**src/hw/rtl/pcap_pkg.sv**
```systemverilog
// Shared types, codes and helpers for the pcap stream parser.
package pcap_pkg;

    // Magic values, taken as little-endian words
    localparam logic [31:0] MAGIC_US_NATIVE  = 32'ha1b2c3d4;
    localparam logic [31:0] MAGIC_US_SWAPPED = 32'hd4c3b2a1;
    localparam logic [31:0] MAGIC_NS_NATIVE  = 32'ha1b23c4d;
    localparam logic [31:0] MAGIC_NS_SWAPPED = 32'h4d3cb2a1;
    localparam logic [31:0] MAGIC_NS_OTHER   = 32'ha3b4c3d4;
    localparam logic [31:0] MAGIC_PCAPNG     = 32'h0a0d0d0a;

    localparam logic [29:0] NS_PER_SEC = 30'd1000000000;
    localparam logic [9:0]  NS_PER_US  = 10'd1000;

    // Register reset values
    localparam logic [15:0] CAPTURE_LIMIT_RST = 16'hffff;
    localparam logic [31:0] SANITY_LIMIT_RST  = 32'h0100_0000;
    localparam logic [31:0] LINK_TYPE_RST     = 32'd1;

    // Configuration register indexes
    localparam int unsigned  CFG_IDX_W       = 2;
    localparam logic [1:0]   CFG_CAPTURE     = 2'd0;
    localparam logic [1:0]   CFG_SANITY      = 2'd1;
    localparam logic [1:0]   CFG_LINK        = 2'd2;

    // Parser phases
    localparam logic [2:0] PH_FILE_HDR = 3'd0;
    localparam logic [2:0] PH_REC_HDR  = 3'd1;
    localparam logic [2:0] PH_DATA     = 3'd2;
    localparam logic [2:0] PH_SKIP     = 3'd3;
    localparam logic [2:0] PH_STOPPED  = 3'd4;

    // Result kinds
    localparam logic [1:0] KIND_DESC    = 2'd0;
    localparam logic [1:0] KIND_DATA    = 2'd1;
    localparam logic [1:0] KIND_SUMMARY = 2'd2;

    // Summary status codes
    localparam logic [2:0] ST_OK         = 3'd0;
    localparam logic [2:0] ST_SHORT_HDR  = 3'd1;
    localparam logic [2:0] ST_PCAPNG     = 3'd2;
    localparam logic [2:0] ST_BAD_MAGIC  = 3'd3;
    localparam logic [2:0] ST_LINK       = 3'd4;
    localparam logic [2:0] ST_LENGTH     = 3'd5;
    localparam logic [2:0] ST_SHORT_DATA = 3'd6;

    typedef struct packed {
        logic [1:0]  kind;
        logic [7:0]  data_byte;
        logic        end_of_packet;
        logic [62:0] timestamp_ns;
        logic [31:0] wire_len;
        logic [15:0] pass_len;
        logic        truncated;
        logic [2:0]  status;
        logic [31:0] rec_total;
    } t_result;

    typedef struct packed {
        logic    push;
        t_result res;
    } t_core_out;

    function automatic logic [31:0] byte_rev(input logic [31:0] v);
        byte_rev = {v[7:0], v[15:8], v[23:16], v[31:24]};
    endfunction

endpackage

```
**src/hw/rtl/pcap_if.sv**
```systemverilog
// Input and output channel interfaces of the pcap stream parser.
interface pcap_in_if;
    logic       valid;
    logic       ready;
    logic       func;
    logic [7:0] in_byte;

    modport source (output valid, output func, output in_byte, input ready);
    modport sink (input valid, input func, input in_byte, output ready);
endinterface

interface pcap_out_if;
    logic        valid;
    logic        ready;
    logic [1:0]  kind;
    logic [7:0]  data_byte;
    logic        end_of_packet;
    logic [62:0] timestamp_ns;
    logic [31:0] wire_len;
    logic [15:0] pass_len;
    logic        truncated;
    logic [2:0]  status;
    logic [31:0] rec_total;

    modport source (
        output valid, output kind, output data_byte, output end_of_packet,
        output timestamp_ns, output wire_len, output pass_len,
        output truncated, output status, output rec_total, input ready
    );
    modport sink (
        input valid, input kind, input data_byte, input end_of_packet,
        input timestamp_ns, input wire_len, input pass_len,
        input truncated, input status, input rec_total, output ready
    );
endinterface

```
**src/hw/rtl/pcap_core.sv**
```systemverilog
// Parser state machine, configuration registers and result formation.
module pcap_core (
    input  logic                 i_clk,
    input  logic                 i_rst_n,
    input  logic                 i_acc,
    input  logic                 i_func,
    input  logic [7:0]           i_byte,
    input  logic                 i_cfg_we,
    input  logic [pcap_pkg::CFG_IDX_W-1:0] i_cfg_idx,
    input  logic [31:0]          i_cfg_data,
    output pcap_pkg::t_core_out  o_co
);

    // Configuration registers
    logic [15:0] r_cap;
    logic [31:0] r_san;
    logic [31:0] r_link;

    // Control state
    logic [2:0]  r_phase, n_phase;
    logic [31:0] r_idx, n_idx;
    logic        r_swap, n_swap;
    logic        r_ns, n_ns;
    logic [15:0] r_copy, n_copy;
    logic [31:0] r_done, n_done;
    logic [2:0]  r_stat, n_stat;

    // Header assembly
    logic [31:0] r_wa, n_wa;
    logic [31:0] r_wb, n_wb;
    logic [31:0] r_wc, n_wc;
    logic [31:0] r_incl, n_incl;

    // Timestamp partial products
    logic [61:0] r_sec_ns;
    logic [41:0] r_frac_ns;

    logic [31:0] w_nidx;
    logic [31:0] w_sec_o;
    logic [31:0] w_frac_o;
    logic [31:0] w_incl_o;
    logic [31:0] w_orig_o;
    logic [31:0] w_shift_b;
    logic [31:0] w_shift_c;
    logic [31:0] w_link_o;
    logic [31:0] w_done_inc;
    logic        w_trunc;
    logic [15:0] w_copy;
    logic        w_last;
    pcap_pkg::t_core_out w_co;

    assign w_nidx    = r_idx + 32'd1;
    assign w_shift_b = {i_byte, r_wb[31:8]};
    assign w_shift_c = {i_byte, r_wc[31:8]};
    assign w_sec_o   = r_swap ? pcap_pkg::byte_rev(r_wa) : r_wa;
    assign w_frac_o  = r_swap ? pcap_pkg::byte_rev(r_wb) : r_wb;
    assign w_incl_o  = r_swap ? pcap_pkg::byte_rev(r_incl) : r_incl;
    assign w_orig_o  = r_swap ? pcap_pkg::byte_rev(w_shift_c) : w_shift_c;
    assign w_done_inc = (r_done == 32'hffff_ffff) ? r_done : r_done + 32'd1;
    assign w_trunc   = w_incl_o > {16'd0, r_cap};
    assign w_copy    = w_trunc ? r_cap : w_incl_o[15:0];
    assign w_last    = w_nidx >= {16'd0, r_copy};

    // Order the link type by the byte order that the magic selects
    always_comb begin
        if (r_wa == pcap_pkg::MAGIC_US_SWAPPED || r_wa == pcap_pkg::MAGIC_NS_SWAPPED) begin
            w_link_o = pcap_pkg::byte_rev(w_shift_b);
        end else begin
            w_link_o = w_shift_b;
        end
    end

    // Step the parser for one accepted item
    always_comb begin
        n_phase = r_phase;
        n_idx   = r_idx;
        n_swap  = r_swap;
        n_ns    = r_ns;
        n_copy  = r_copy;
        n_done  = r_done;
        n_stat  = r_stat;
        n_wa    = r_wa;
        n_wb    = r_wb;
        n_wc    = r_wc;
        n_incl  = r_incl;
        w_co    = '0;
        if (i_acc && i_func) begin
            // End of stream: settle the status and report the summary
            case (r_phase)
                pcap_pkg::PH_FILE_HDR: n_stat = pcap_pkg::ST_SHORT_HDR;
                pcap_pkg::PH_DATA:     n_stat = pcap_pkg::ST_SHORT_DATA;
                pcap_pkg::PH_REC_HDR,
                pcap_pkg::PH_SKIP:     n_stat = pcap_pkg::ST_OK;
                default:               n_stat = r_stat;
            endcase
            n_phase = pcap_pkg::PH_STOPPED;
            w_co.push = 1'b1;
            w_co.res.kind = pcap_pkg::KIND_SUMMARY;
            w_co.res.status = n_stat;
            w_co.res.rec_total = r_done;
        end else if (i_acc) begin
            case (r_phase)
                pcap_pkg::PH_FILE_HDR: begin
                    if (r_idx < 32'd4) begin
                        n_wa = {i_byte, r_wa[31:8]};
                    end else if (r_idx >= 32'd20) begin
                        n_wb = w_shift_b;
                    end
                    n_idx = w_nidx;
                    // Check magic and link type on the last header byte
                    if (r_idx == 32'd23) begin
                        n_phase = pcap_pkg::PH_REC_HDR;
                        n_idx = '0;
                        if (r_wa == pcap_pkg::MAGIC_PCAPNG) begin
                            n_phase = pcap_pkg::PH_STOPPED;
                            n_stat = pcap_pkg::ST_PCAPNG;
                        end else if (r_wa == pcap_pkg::MAGIC_US_NATIVE) begin
                            n_swap = 1'b0;
                            n_ns = 1'b0;
                        end else if (r_wa == pcap_pkg::MAGIC_US_SWAPPED) begin
                            n_swap = 1'b1;
                            n_ns = 1'b0;
                        end else if (r_wa == pcap_pkg::MAGIC_NS_NATIVE ||
                                     r_wa == pcap_pkg::MAGIC_NS_OTHER) begin
                            n_swap = 1'b0;
                            n_ns = 1'b1;
                        end else if (r_wa == pcap_pkg::MAGIC_NS_SWAPPED) begin
                            n_swap = 1'b1;
                            n_ns = 1'b1;
                        end else begin
                            n_phase = pcap_pkg::PH_STOPPED;
                            n_stat = pcap_pkg::ST_BAD_MAGIC;
                        end
                        if (n_phase == pcap_pkg::PH_REC_HDR && w_link_o != r_link) begin
                            n_phase = pcap_pkg::PH_STOPPED;
                            n_stat = pcap_pkg::ST_LINK;
                        end
                    end
                end
                pcap_pkg::PH_REC_HDR: begin
                    if (r_idx < 32'd4) begin
                        n_wa = {i_byte, r_wa[31:8]};
                    end else if (r_idx < 32'd8) begin
                        n_wb = w_shift_b;
                    end else if (r_idx < 32'd12) begin
                        n_incl = {i_byte, r_incl[31:8]};
                    end else begin
                        n_wc = w_shift_c;
                    end
                    n_idx = w_nidx;
                    // Record header complete: check length, emit descriptor
                    if (r_idx == 32'd15) begin
                        n_incl = w_incl_o;
                        n_idx = '0;
                        if (w_incl_o > r_san) begin
                            n_phase = pcap_pkg::PH_STOPPED;
                            n_stat = pcap_pkg::ST_LENGTH;
                        end else begin
                            n_copy = w_copy;
                            w_co.push = 1'b1;
                            w_co.res.kind = pcap_pkg::KIND_DESC;
                            w_co.res.timestamp_ns = 63'(r_sec_ns) + 63'(r_frac_ns);
                            w_co.res.wire_len = w_orig_o;
                            w_co.res.pass_len = w_copy;
                            w_co.res.truncated = w_trunc;
                            if (w_copy == 16'd0) begin
                                n_done = w_done_inc;
                                n_phase = (w_incl_o != 32'd0) ? pcap_pkg::PH_SKIP
                                                              : pcap_pkg::PH_REC_HDR;
                            end else begin
                                n_phase = pcap_pkg::PH_DATA;
                            end
                        end
                    end
                end
                pcap_pkg::PH_DATA: begin
                    n_idx = w_nidx;
                    w_co.push = 1'b1;
                    w_co.res.kind = pcap_pkg::KIND_DATA;
                    w_co.res.data_byte = i_byte;
                    w_co.res.end_of_packet = w_last;
                    if (w_last) begin
                        n_done = w_done_inc;
                        if (r_incl > w_nidx) begin
                            n_phase = pcap_pkg::PH_SKIP;
                        end else begin
                            n_phase = pcap_pkg::PH_REC_HDR;
                            n_idx = '0;
                        end
                    end
                end
                pcap_pkg::PH_SKIP: begin
                    n_idx = w_nidx;
                    if (w_nidx >= r_incl) begin
                        n_phase = pcap_pkg::PH_REC_HDR;
                        n_idx = '0;
                    end
                end
                default: begin
                    n_phase = pcap_pkg::PH_STOPPED;
                end
            endcase
        end
    end

    assign o_co = w_co;

    // Hold control state and configuration
    always_ff @(posedge i_clk) begin
        if (!i_rst_n) begin
            r_phase <= pcap_pkg::PH_FILE_HDR;
            r_idx   <= '0;
            r_swap  <= 1'b0;
            r_ns    <= 1'b0;
            r_copy  <= '0;
            r_done  <= '0;
            r_stat  <= pcap_pkg::ST_OK;
            r_cap   <= pcap_pkg::CAPTURE_LIMIT_RST;
            r_san   <= pcap_pkg::SANITY_LIMIT_RST;
            r_link  <= pcap_pkg::LINK_TYPE_RST;
        end else begin
            r_phase <= n_phase;
            r_idx   <= n_idx;
            r_swap  <= n_swap;
            r_ns    <= n_ns;
            r_copy  <= n_copy;
            r_done  <= n_done;
            r_stat  <= n_stat;
            if (i_cfg_we) begin
                case (i_cfg_idx)
                    pcap_pkg::CFG_CAPTURE: r_cap  <= i_cfg_data[15:0];
                    pcap_pkg::CFG_SANITY:  r_san  <= i_cfg_data;
                    pcap_pkg::CFG_LINK:    r_link <= i_cfg_data;
                    default: ;
                endcase
            end
        end
    end

    // Assemble header words; seconds and fraction settle long before the
    // last record header byte, so their scaled values are registered here
    always_ff @(posedge i_clk) begin
        r_wa   <= n_wa;
        r_wb   <= n_wb;
        r_wc   <= n_wc;
        r_incl <= n_incl;
        r_sec_ns <= 62'(w_sec_o) * 62'(pcap_pkg::NS_PER_SEC);
        if (r_ns) begin
            r_frac_ns <= 42'(w_frac_o);
        end else begin
            r_frac_ns <= 42'(w_frac_o) * 42'(pcap_pkg::NS_PER_US);
        end
    end

    a_eos_summary: assert property (@(posedge i_clk) disable iff (!i_rst_n)
        (i_acc && i_func) |-> (o_co.push && o_co.res.kind == pcap_pkg::KIND_SUMMARY))
        else $error("end of stream without summary");

    a_stop_sticky: assert property (@(posedge i_clk) disable iff (!i_rst_n)
        (r_phase == pcap_pkg::PH_STOPPED) |=> (r_phase == pcap_pkg::PH_STOPPED))
        else $error("parser left the stopped phase");

    a_desc_len: assert property (@(posedge i_clk) disable iff (!i_rst_n)
        (o_co.push && o_co.res.kind == pcap_pkg::KIND_DESC)
            |-> (o_co.res.pass_len <= r_cap))
        else $error("descriptor length above capture limit");

endmodule

```
**src/hw/rtl/pcap_ofifo.sv**
```systemverilog
// Two-entry result queue between the parser and the output channel.
module pcap_ofifo (
    input  logic              i_clk,
    input  logic              i_rst_n,
    input  logic              i_push,
    input  pcap_pkg::t_result i_data,
    input  logic              i_pop,
    output pcap_pkg::t_result o_data,
    output logic              o_valid,
    output logic              o_full
);

    pcap_pkg::t_result r_mem [2];
    logic       r_wp;
    logic       r_rp;
    logic [1:0] r_cnt;

    assign o_data  = r_mem[r_rp];
    assign o_valid = r_cnt != 2'd0;
    assign o_full  = r_cnt == 2'd2;

    // Advance pointers and count
    always_ff @(posedge i_clk) begin
        if (!i_rst_n) begin
            r_wp  <= 1'b0;
            r_rp  <= 1'b0;
            r_cnt <= '0;
        end else begin
            if (i_push) begin
                r_wp <= ~r_wp;
            end
            if (i_pop) begin
                r_rp <= ~r_rp;
            end
            r_cnt <= r_cnt + 2'(i_push) - 2'(i_pop);
        end
    end

    // Store an item
    always_ff @(posedge i_clk) begin
        if (i_push) begin
            r_mem[r_wp] <= i_data;
        end
    end

    a_no_overflow: assert property (@(posedge i_clk) disable iff (!i_rst_n)
        i_push |-> (r_cnt != 2'd2))
        else $error("push into full result queue");

    a_no_underflow: assert property (@(posedge i_clk) disable iff (!i_rst_n)
        i_pop |-> (r_cnt != 2'd0))
        else $error("pop from empty result queue");

    a_cnt_range: assert property (@(posedge i_clk) disable iff (!i_rst_n)
        r_cnt != 2'd3)
        else $error("result queue count out of range");

endmodule

```
**src/hw/rtl/pcap_stream_parser.sv**
```systemverilog
// Classic pcap stream parser top level.
// Usage:
//   i_in carries one file byte per item (func 0) or an end-of-stream item
//   (func 1). o_out carries record descriptors, passed data bytes and the
//   final summary. The configuration write port sets capture limit, sanity
//   limit and required link type; write it only while the block is idle.
// Results: an accepted item's result, if any, is registered into the
//   two-entry result queue at the edge that accepts the item.
// Throughput: one input item per cycle while the result queue is not
//   full; each item is handled in the cycle it is accepted.
// Stall: while o_out is stalled the queue absorbs results; i_in.ready drops
//   only when both queue entries hold results not yet taken.
// Reset: configuration returns to its defaults (capture 65535, sanity
//   16777216, link type 1), the queue empties, and the parser expects a
//   file header. No clearing pass is needed; items are taken at once.
// After an error or end of stream, bytes are ignored and each further
//   end-of-stream item repeats the summary.
module pcap_stream_parser (
    input  logic                             i_clk,
    input  logic                             i_rst_n,
    pcap_in_if.sink                          i_in,
    pcap_out_if.source                       o_out,
    input  logic                             i_cfg_we,
    input  logic [pcap_pkg::CFG_IDX_W-1:0]   i_cfg_idx,
    input  logic [31:0]                      i_cfg_data
);

    pcap_pkg::t_core_out w_co;
    pcap_pkg::t_result   w_res;
    logic                w_full;
    logic                w_valid;
    logic                w_acc;
    logic                w_pop;

    assign i_in.ready = ~w_full;
    assign w_acc = i_in.valid & ~w_full;
    assign w_pop = w_valid & o_out.ready;

    pcap_core u_core (
        .i_clk      (i_clk),
        .i_rst_n    (i_rst_n),
        .i_acc      (w_acc),
        .i_func     (i_in.func),
        .i_byte     (i_in.in_byte),
        .i_cfg_we   (i_cfg_we),
        .i_cfg_idx  (i_cfg_idx),
        .i_cfg_data (i_cfg_data),
        .o_co       (w_co)
    );

    pcap_ofifo u_ofifo (
        .i_clk   (i_clk),
        .i_rst_n (i_rst_n),
        .i_push  (w_co.push),
        .i_data  (w_co.res),
        .i_pop   (w_pop),
        .o_data  (w_res),
        .o_valid (w_valid),
        .o_full  (w_full)
    );

    // Drive the output channel from the queue head
    assign o_out.valid         = w_valid;
    assign o_out.kind          = w_res.kind;
    assign o_out.data_byte     = w_res.data_byte;
    assign o_out.end_of_packet = w_res.end_of_packet;
    assign o_out.timestamp_ns  = w_res.timestamp_ns;
    assign o_out.wire_len      = w_res.wire_len;
    assign o_out.pass_len      = w_res.pass_len;
    assign o_out.truncated     = w_res.truncated;
    assign o_out.status        = w_res.status;
    assign o_out.rec_total     = w_res.rec_total;

endmodule
```
**src/flat_wrapper.sv**
```systemverilog
// flat-port wrapper written by rule: the top's interface ports become plain ports
module pcap_stream_parser_flat 
  (i_clk, i_rst_n, i_cfg_we, i_cfg_idx, i_cfg_data, i_in_valid, i_in_func, i_in_in_byte, i_in_ready, o_out_valid, o_out_kind, o_out_data_byte, o_out_end_of_packet, o_out_timestamp_ns, o_out_wire_len, o_out_pass_len, o_out_truncated, o_out_status, o_out_rec_total, o_out_ready);
  pcap_in_if i_in_i ();
  pcap_out_if o_out_i ();
  input  logic i_clk;
  input  logic i_rst_n;
  input  logic i_cfg_we;
  input  logic [pcap_pkg::CFG_IDX_W-1:0] i_cfg_idx;
  input  logic [31:0] i_cfg_data;
  input wire logic [$bits(i_in_i.valid)-1:0] i_in_valid;
  input wire logic [$bits(i_in_i.func)-1:0] i_in_func;
  input wire logic [$bits(i_in_i.in_byte)-1:0] i_in_in_byte;
  output wire logic [$bits(i_in_i.ready)-1:0] i_in_ready;
  output wire logic [$bits(o_out_i.valid)-1:0] o_out_valid;
  output wire logic [$bits(o_out_i.kind)-1:0] o_out_kind;
  output wire logic [$bits(o_out_i.data_byte)-1:0] o_out_data_byte;
  output wire logic [$bits(o_out_i.end_of_packet)-1:0] o_out_end_of_packet;
  output wire logic [$bits(o_out_i.timestamp_ns)-1:0] o_out_timestamp_ns;
  output wire logic [$bits(o_out_i.wire_len)-1:0] o_out_wire_len;
  output wire logic [$bits(o_out_i.pass_len)-1:0] o_out_pass_len;
  output wire logic [$bits(o_out_i.truncated)-1:0] o_out_truncated;
  output wire logic [$bits(o_out_i.status)-1:0] o_out_status;
  output wire logic [$bits(o_out_i.rec_total)-1:0] o_out_rec_total;
  input wire logic [$bits(o_out_i.ready)-1:0] o_out_ready;
  assign i_in_i.valid = i_in_valid;
  assign i_in_i.func = i_in_func;
  assign i_in_i.in_byte = i_in_in_byte;
  assign i_in_ready = i_in_i.ready;
  assign o_out_valid = o_out_i.valid;
  assign o_out_kind = o_out_i.kind;
  assign o_out_data_byte = o_out_i.data_byte;
  assign o_out_end_of_packet = o_out_i.end_of_packet;
  assign o_out_timestamp_ns = o_out_i.timestamp_ns;
  assign o_out_wire_len = o_out_i.wire_len;
  assign o_out_pass_len = o_out_i.pass_len;
  assign o_out_truncated = o_out_i.truncated;
  assign o_out_status = o_out_i.status;
  assign o_out_rec_total = o_out_i.rec_total;
  assign o_out_i.ready = o_out_ready;
  pcap_stream_parser u_core (.i_clk(i_clk), .i_rst_n(i_rst_n), .i_in(i_in_i), .o_out(o_out_i), .i_cfg_we(i_cfg_we), .i_cfg_idx(i_cfg_idx), .i_cfg_data(i_cfg_data));
endmodule
```
**config.mk**
```make
export PLATFORM = sky130hd
export DESIGN_NAME = pcap_stream_parser_flat
export DESIGN_NICKNAME = d
export VERILOG_FILES = /design/src/hw/rtl/pcap_pkg.sv /design/src/hw/rtl/pcap_if.sv /design/src/hw/rtl/pcap_core.sv /design/src/hw/rtl/pcap_ofifo.sv /design/src/hw/rtl/pcap_stream_parser.sv /design/src/flat_wrapper.sv
export SDC_FILE = /design/constraint.sdc
export NUM_CORES = 2
export LEC_CHECK = 0
export BUFFER_PORTS_ARGS = -buffer_cell sky130_fd_sc_hd__buf_4
export CORE_MARGIN = 3
export CORE_UTILIZATION = 56
export DETAILED_ROUTE_END_ITERATION = 16
export PLACE_DENSITY = 0.7
export SKIP_LAST_GASP = 1
export SYNTH_ARGS = -nofsm -noshare
export SYNTH_HDL_FRONTEND = slang
export SYNTH_HIERARCHICAL = 1
export SYNTH_SLANG_ARGS = --single-unit
```
**constraint.sdc**
```tcl
create_clock -name i_clk -period 23.1 [get_ports i_clk]
set_input_delay 6.93 -clock i_clk [delete_from_list [all_inputs] [get_ports i_clk]]
set_output_delay 6.93 -clock i_clk [all_outputs]
set_load 0.05 [all_outputs]
```
==> out/metrics.csv <==
metric;value;unit
GP Congestion;0.948;
Slew HR;24.5;%
Routed Antenna Nets;0;
cell repeated most along the worst path;buf_4;
H-tree lvl count;3;
CTS max path bufs;3;
clock root cell;clkbuf_16;
Worst Hold Path Cells;2;
Post-synth top flop;edfxtp_1;
HPWL Detailed;102000;um
post-CTS setup buffer count;0;
Routed WL;131000;um
crit path buf inv count;3;
vias;36300;
largest fanout on the critical path;64;
synthesized area per cell;10.7;sq um
fin crit period;10.93;ns
Rows;111;
Die Span Y;311;um
Cell Area, Synth;0.0522;sq mm
ANT cells;0;
status;complete, no violations;
initial antenna violation count;1;
Final Skew;0.0353;ns
WL/cell;20.6;um
Placed Cells;6202;
EDFF count, synth;436;
syn_nets;5844;
Hold Path Origin;u_core/u_core/r_san[4]$_SDFFE_PN0P_;
Final Hold Fails;0;
Skew-Pair Late Insertion Delay;0.65;ns
Residual DRC;0;
Initial DRC Count;3113;
core area;0.0919;sq mm
IO Pins;208;
Synth cell types;84;
post-cts hold buffer count;0;
sequential element share of the synthesized area;35.4;%
CP max-delay cell;dfxtp_4;
Max Cap Viol;0;
Synth Warn #;6;
FFs w/ async S/R, synth;0;%
Fillers;7526;
Slew Limit Fails;0;
most frequent cells in the layout;737 x inv_1, 484 x ha_1, 436 x edfxtp_1, 431 x fa_1, 362 x nand2_1;
CP Capture Type;output port;
CTS tree;done;
CP required;16.17;ns
WHS Endpoint;u_core/u_core/r_san[4]$_SDFFE_PN0P_;
first-pass detailed-route iteration total;8;
first-pass GRT wire length;203000;um
Final TNS setup;0;ns
CP top delay family;buffers and inverters;
GRT overflow;0;
FF-to-FF End;u_core/u_core/r_sec_ns[60]$_DFF_P_;
chip width;311;um
f_max;91.5;MHz
fin cells;6346;
port bufs;207;
layout cells sized above 1;12.0;%
pin count of the biggest net entering global routing;129;
Finish-stage setup viols;0;
Worst setup SP type;register;
nets;6001;
Die ar.;0.0968;sq mm
CP Class;reg -> out;
crit-path cells;buf_4, buf_4, mux2_2, buf_4;
gr usage total;26.7;%
slowest stage delay, CP;1.02;ns
register bit total from synthesis;704;
RSZ-0062 raised after global routing;no;
r2r worst-path depth;25;
worst slew pin tran;1.10;ns
final period utilization;47.3;%
Resize count post-CTS;0;
worst r2r src;u_core/u_core/r_swap$_SDFFE_PN0P_;
via/cell ratio;5.72;
hold_ws;0.455;ns
vias in the first global route;35500;
Syn Inst Count;4881;
Arrival @ worst endpoint;4.00;ns
clk slew on worst S/H paths;0.06;ns
initial core utilization;56.7;%
Worst Hold Class;reg -> reg;
CTS buffer count;77;
r2r setup slk;13.69;ns
Sink Count;704;
area delta synth->final;10.2;%
most common cell after layout, fill and taps aside;inv_1;
[synthesized netlist by cell type, drive strengths merged, types with 52 or more instances]
cell	n	area [sq um]
inv	738	2770
ha	484	6060
edfxtp	436	13100
fa	431	8630
nand2	362	1360
dfxtp	268	5370
nor2	267	1000
a21oi	248	1240
mux2	207	2710
o21ai	142	711
xnor2	139	1220
clkbuf	112	420
nand3	107	546
a21o	78	586
xor2	77	674
mux2i	75	751
nand4	65	407
nor3	52	270
[per-layer routing]
metal / up-vias / GRT usage (%) / part of all wire (%)
met3: 173 / 4.24 / 7.3
met4: 0 / 7.21 / 2.4
li1: 17000 / - / -
met2: 1209 / 42.0 / 46
met1: 17900 / 38.5 / 45
met5: - / 0 / 0
[registers in the layout, summed over array words and instances (netlist names), 32 cells and up, named ones only]
name,flops
u_core/u_core/r_wa,32
u_core/u_core/r_san,32
u_core/u_core/r_sec_ns,53
u_core/u_core/r_done,32
u_core/u_core/r_wb,32
u_core/u_core/r_incl,32
u_core/u_core/r_frac_ns,42
u_core/u_core/r_link,32
u_core/u_ofifo/r_mem,316
u_core/u_core/r_idx,32
[worst reg2reg max path: stages, from the launching register on]
cell,delay [ns]
dfxtp_4,0.50
buf_4,0.80
mux2i_1,0.68
inv_1,0.34
ha_1,0.44
inv_1,0.08
fa_1,0.51
fa_1,0.53
fa_1,0.54
fa_1,0.55
inv_1,0.05
fa_1,0.52
inv_1,0.05
fa_1,0.49
inv_1,0.04
ha_1,0.40
nand2_1,0.11
nor3_1,0.61
nand2_1,0.18
a211oi_1,0.59
o21ai_0,0.32
a21oi_1,0.24
o21ai_0,0.16
a211oi_1,0.31
a211oi_1,0.10
xnor2_1,0.19
[worst max path at each step]
stage	startpoint	end	slack, ns	cells after the start
global placement	i_in_valid	u_core/u_ofifo/r_mem[1][138]$_DFFE_PP_	12.26	6
detailed placement	i_in_valid	u_core/u_ofifo/r_mem[1][138]$_DFFE_PP_	12.14	6
floorplan	i_in_valid	u_core/u_ofifo/r_mem[0][0]$_DFFE_PP_	7.45	5
finish	register	o_out_timestamp_ns[54]	12.17	4
CTS	register	o_out_timestamp_ns[57]	12.11	4
global route	register	o_out_timestamp_ns[54]	11.97	4
[cell type report]
| type | instances | area [sq um] | area share (%) |
|---|---|---|---|
| clock buffers | 94 | 2090 | 3.64 |
| repair buffers | 239 | 1810 | 3.14 |
| well taps | 1243 | 1560 | 2.70 |
| inverters | 738 | 2770 | 4.82 |
| clock inverters | 50 | 579 | 1.01 |
| flip-flops and latches | 704 | 18500 | 32.1 |
| multi-input cells | 3278 | 30200 | 52.6 |
[metrics by stage]
step                util (%)  instance area (sq um)  setup slack (ns)
floorplan                  -                  52200              7.45
global placement        59.6                  54800             12.26
detailed placement      59.6                  54800             12.14
CTS                     62.5                  57500             12.11
global route            62.5                  57500             11.97
finish                  62.5                  57500             12.17
[cell families after synthesis]
family / after synthesis / synth area share [%]
buffers and inverters: 899 / 6.74
and+or+nand+nor: 1121 / 10.4
xor gates and xnor gates: 217 / 3.67
AOI/OAI and AO/OA: 743 / 9.01
DFF: 704 / 35.4
muxes: 282 / 6.63
adders and majority gates: 915 / 28.2
Power is left out: the tool's default activity adds up to more than one toggle a clock period on the data nets, which glitch-free logic cannot reach.
